[src/rtl/arsl_pkg.sv]
// arsl_pkg: shared constants, codes, cell control struct and tree sizing helpers
// for the address range lookup block; no dependencies
`default_nettype none

package arsl_pkg;

    localparam int ADDR_W     = 32;
    localparam int SIZE_W     = 32;
    localparam int TAG_W      = 16;
    localparam int OP_W       = 2;
    localparam int STATUS_W   = 2;

    localparam int DEFAULT_TABLE_DEPTH = 256;
    localparam int DEFAULT_TAG_BITS    = 16;

    // fan-in of one node of the registered readout tree
    localparam int TREE_RADIX = 16;

    localparam logic [OP_W-1:0] OP_CLEAR   = 2'd0;
    localparam logic [OP_W-1:0] OP_INSERT  = 2'd1;
    localparam logic [OP_W-1:0] OP_EXACT   = 2'd2;
    localparam logic [OP_W-1:0] OP_CONTAIN = 2'd3;

    localparam logic [STATUS_W-1:0] ST_OK   = 2'd0;
    localparam logic [STATUS_W-1:0] ST_MISS = 2'd1;
    localparam logic [STATUS_W-1:0] ST_FULL = 2'd2;
    localparam logic [STATUS_W-1:0] ST_DUP  = 2'd3;

    typedef struct packed {
        logic cmp_en;   // cells compare their base against the query
        logic ins_en;   // cells above the insert point shift up by one
    } cell_ctrl_t;

    // node count of tree level l (level 0 is the leaves)
    function automatic int level_count(int n, int l);
        int c;
        c = n;
        for (int k = 0; k < l; k++)
            c = (c + TREE_RADIX - 1) / TREE_RADIX;
        return c;
    endfunction

    // registered levels needed to reduce n leaves to one node
    function automatic int tree_levels(int n);
        int c;
        int lv;
        c  = n;
        lv = 0;
        while (c > 1)
        begin
            c  = (c + TREE_RADIX - 1) / TREE_RADIX;
            lv = lv + 1;
        end
        return lv;
    endfunction

    // position of the first node of level l in the flat node array
    function automatic int level_offset(int n, int l);
        int s;
        s = 0;
        for (int k = 1; k < l; k++)
            s = s + level_count(n, k);
        return s;
    endfunction

endpackage

`default_nettype wire

[src/rtl/arsl_cell.sv]
// arsl_cell: one slot of the sorted region chain; compares, shifts on insert,
// and drives its entry into the readout tree when it is the floor; uses arsl_pkg
`default_nettype none

module arsl_cell #(
    parameter int TABLE_DEPTH = arsl_pkg::DEFAULT_TABLE_DEPTH,
    parameter int TAG_BITS    = arsl_pkg::DEFAULT_TAG_BITS,
    parameter int IDX         = 0
) (
    input  wire logic                                clk,
    input  wire logic                                rst_n,
    input  wire arsl_pkg::cell_ctrl_t                ctrl,
    input  wire logic [$clog2(TABLE_DEPTH+1)-1:0]    count,
    input  wire logic [arsl_pkg::ADDR_W-1:0]         query_base,
    input  wire logic [arsl_pkg::SIZE_W-1:0]         new_size,
    input  wire logic [TAG_BITS-1:0]                 new_tag,
    input  wire logic                                prev_le,
    input  wire logic [arsl_pkg::ADDR_W-1:0]         prev_base,
    input  wire logic [arsl_pkg::SIZE_W-1:0]         prev_size,
    input  wire logic [TAG_BITS-1:0]                 prev_tag,
    input  wire logic                                next_le,
    output logic                                     le,
    output logic                                     floor_hit,
    output logic [arsl_pkg::ADDR_W-1:0]              base,
    output logic [arsl_pkg::SIZE_W-1:0]              size,
    output logic [TAG_BITS-1:0]                      tag,
    output logic [arsl_pkg::ADDR_W+arsl_pkg::SIZE_W+TAG_BITS:0] leaf
);

    localparam int CNT_W = $clog2(TABLE_DEPTH + 1);

    logic                        le_reg;
    logic [arsl_pkg::ADDR_W-1:0] base_reg;
    logic [arsl_pkg::SIZE_W-1:0] size_reg;
    logic [TAG_BITS-1:0]         tag_reg;
    logic                        occupied;

    assign occupied = count > CNT_W'(IDX);

    always_ff @(posedge clk or negedge rst_n)
    begin
        if (!rst_n)
        begin
            le_reg <= 1'b0;
        end
        else if (ctrl.cmp_en)
        begin
            le_reg <= occupied && (base_reg <= query_base);
        end
    end

    // entries above the insert point move up one slot, the slot at the point takes the new one
    always_ff @(posedge clk)
    begin
        if (ctrl.ins_en && !le_reg)
        begin
            if (prev_le)
            begin
                base_reg <= query_base;
                size_reg <= new_size;
                tag_reg  <= new_tag;
            end
            else
            begin
                base_reg <= prev_base;
                size_reg <= prev_size;
                tag_reg  <= prev_tag;
            end
        end
    end

    assign le        = le_reg;
    assign floor_hit = le_reg && !next_le;
    assign base      = base_reg;
    assign size      = size_reg;
    assign tag       = tag_reg;
    assign leaf      = floor_hit ? {1'b1, base_reg, size_reg, tag_reg} : '0;

endmodule

`default_nettype wire

[config.mk]
export PLATFORM = sky130hd
export DESIGN_NAME = arsl_cell
export DESIGN_NICKNAME = d
export VERILOG_FILES = /design/src/rtl/arsl_pkg.sv /design/src/rtl/arsl_cell.sv
export SDC_FILE = /design/constraint.sdc
export NUM_CORES = 1
export LEC_CHECK = 0
export ABC_AREA = 0
export BUFFER_PORTS_ARGS = -buffer_cell sky130_fd_sc_hd__buf_2
export CORE_AREA = 2 2 130 132
export CTS_BUF_LIST = sky130_fd_sc_hd__clkbuf_2
export CTS_CLUSTER_SIZE = 30
export DETAILED_ROUTE_END_ITERATION = 10
export DIE_AREA = 0 0 132 134
export REMOVE_ABC_BUFFERS = 1
export SYNTH_ARGS = -nofsm -noshare
export SYNTH_HDL_FRONTEND = slang
export SYNTH_SLANG_ARGS = --single-unit
[constraint.sdc]
create_clock -name clk -period 6.8 [get_ports clk]
set_input_delay 0.68 -clock clk [delete_from_list [all_inputs] [get_ports clk]]
set_output_delay 0.68 -clock clk [all_outputs]
set_load 0.005 [all_outputs]
==> flow_summary_export.csv <==
group,metric,value,unit
routing,drt_iter0_drc,100,
logic_synthesis,syn_inst,380,
critical_path,cp.depth,4,
grt,antenna_found_initial,0,
timing,hold_viol,0,
routing,drt-pass1-iter-count,4,
logic_synthesis,syn_area_per_cell,12.6,um2
cts,cts_hold_buffers,1,
layout,final_core_util,41.8,%
logic_synthesis,mappedNetlistArea,4790,um2
layout,fillers,1623,
place,numPortBuffers,337,
logic_synthesis,synth_cell_type_count,29,
floorplan,die_w,132,um
grt,grt.overflow.total,0,
timing,fmax,360,MHz
grt,grt_pass1_vias,4237,
cts,cts_htree_levels,3,
place,hpwl,10900,um
pwr,leakagePower,3.35,nW
logic_synthesis,synth-seq-cells,81,
run,cap_violations,0,
hold_path,min_path_type,"input port to flip-flop",
cts,cts_tree,"built",
floorplan,start_util,29.4,%
routing,viasPerCell,4.37,
cts,path_clk_slew,260,ps
floorplan,core-area,16300,um2
layout,layout.cell_area.non_filler,6820,um2
hold_path,min_path_cells,2,
timing,rsz0062_at_grt,"no",
grt,grt_use_total,15.3,%
critical_path,path_cells,"nor2b_4, buf_4, and2_1, buf_2",
layout,drive_gt1_share,61.5,%
timing,slew_violations,0,
floorplan,rows,47,
floorplan,pin_count,338,
timing,fin_tns_setup,0,ps
logic_synthesis,seq_area_frac_synth,50.7,%
grt,grt_max_degree,83,
critical_path,cp_top_family,"buffers and inverters",
cts,cts_buffers,9,
cts,postCtsSetupBuffers,0,
critical_path,worstPathRequired,6120,ps
layout,stdcell_count,937,
critical_path,critical_path_class,"flip-flop to output port",
floorplan,fp.dieH,134,um
cts,cts_resized,0,
pwr,ir_drop,0.0000792,V
layout,area_growth,42.2,%
timing,max_slew_margin,24.2,%
floorplan,die_area,17700,um2
pwr,total_power,1.15,mW
timing,finalSetupViolCount,0,
status,status,"complete, no violations",
critical_path,critPathMaxFanout,82,
critical_path,cp-start-kind,"flip-flop",
critical_path,max_stage_delay,520,ps
cts,clock-root-buffer,"clkbuf_2",
routing,detail_route.wl_per_cell,14.8,um
cts,clock_sinks,81,
routing,num_vias,4096,
timing,finalClockSkew,30.2,ps
timing,finalCritPeriodShare,40.9,%
layout,nets,919,
place,gp_congestion,0.808,
critical_path,end_kind,"output port",
cts,clock_path_buffers,2,
grt,grt_first_pass_wirelength,21300,um
cts,clk_latency,580,ps
critical_path,crit_path_top_delay_cell,"buf_4",
routing,route.detailed.drc,0,
logic_synthesis,synth-warning-count,0,
critical_path,ff2ff_path_depth,2,
pwr,powerDensity,169,nW/um2
timing,worst_pin_slew,1130,ps
routing,postRouteAntennaNets,0,
layout,diodes,0,
routing,drt-total-wl,13900,um
place,place_area,6710,um2
place,dpl.cell_count,920,
critical_path,arrival,2100,ps
timing,finalCriticalPeriod,2780,ps
critical_path,path_buf_inv,2,
Yosys cell counts, drive strengths merged:
cell type | n | share of area, %
inv | 33 | 2.6
a221o | 2 | 0.42
nor3 | 1 | 0.10
a2111oi | 1 | 0.18
o211ai | 2 | 0.31
o31ai | 1 | 0.16
nor2b | 4 | 0.52
dfrtp | 1 | 0.52
and2 | 80 | 10
nor4 | 3 | 0.52
nor2 | 2 | 0.16
o21ai | 1 | 0.10
o41ai | 1 | 0.34
edfxtp | 80 | 50
buf | 5 | 0.57
nand2 | 8 | 0.63
nand3 | 2 | 0.21
a21oi | 14 | 1.5
nand4 | 7 | 1.4
o21a | 3 | 0.47
clkbuf | 14 | 1.1
ha | 32 | 8.4
a21o | 2 | 0.31
mux2 | 80 | 19
a21boi | 1 | 0.23
cells in the final DEF, fill, tap and decap left out:
cell,instances
ha_1,32
o21a_1,3
and2_1,80
nand3_1,2
a21oi_1,14
o211ai_1,2
o31ai_1,1
dfrtp_1,1
o41ai_2,1
clkinv_1,1
buf_2,336
nor4_1,2
a221o_1,2
nor3_1,1
nand4_1,5
a21boi_2,1
buf_4,3
dlygate4sd3_1,1
clkinv_4,1
nor4_2,1
a21o_1,2
nor2_1,2
nand2_1,8
mux2_2,80
inv_1,33
a2111oi_0,1
nor2b_1,2
nand4_4,1
clkinvlp_4,2
o21ai_0,1
inv_6,3
nand4_2,1
nor2b_4,2
clkbuf_2,9
edfxtp_1,80
kinds of logic after synthesis:
kind of cell               share of synthesized area [%]
muxes                                               18.8
AOI/OAI and AO/OA                                   3.99
buffers and inverters                               4.26
adders and majority gates                           8.36
and+or+nand+nor                                     13.9
DFF                                                 50.7
metal layers:
layer | vias to the layer above | global-route usage [%] | part of all wire (%)
met4 | 0 | 5.86 | 1.5
met3 | 13 | 3.40 | 6.6
li1 | 2016 | - | -
met1 | 1885 | 17.6 | 40
met2 | 182 | 27.8 | 52
met5 | - | 0 | 0
worst register-to-register path, cell delays in order (launching register included):
cell     delay, ps
dfrtp_1        490
nor2b_4        890
buf_4          660
layout make-up:
type,count,area [um2],area share [%]
clock buffers,9,45.0,0.661
clock inverters,7,53.8,0.789
inverters,33,124,1.82
multi-input cells,247,2180,31.9
flip-flops and latches,81,2430,35.6
well taps,220,275,4.04
repair buffers,340,1710,25.2
final timing paths:
check	from	endpoint	slack [ps]
setup / recovery	le	leaf[7]	4020
hold / removal	prev_base[5]	base[5]	380
setup reg to reg	le	base[11]	4410
hold reg to reg	le	le	690
max in group asynchronous	rst_n	le	6320
min in group asynchronous	rst_n	le	400
stage by stage:
step                hold WS (ps)  setup WS (ps)
floorplan                    384           2090
global placement             463           4090
detailed placement           461           4060
CTS                          287           3910
global route                 293           3810
finish                       378           4020
where the power goes:
part | total [mW] | switching (mW) | internal [mW]
Sequential | 0.626 | 0.0243 | 0.601
Clock | 0.239 | 0.188 | 0.0514
Combinational | 0.289 | 0.135 | 0.154
Note: power is estimated with default switching activity, not from simulation.
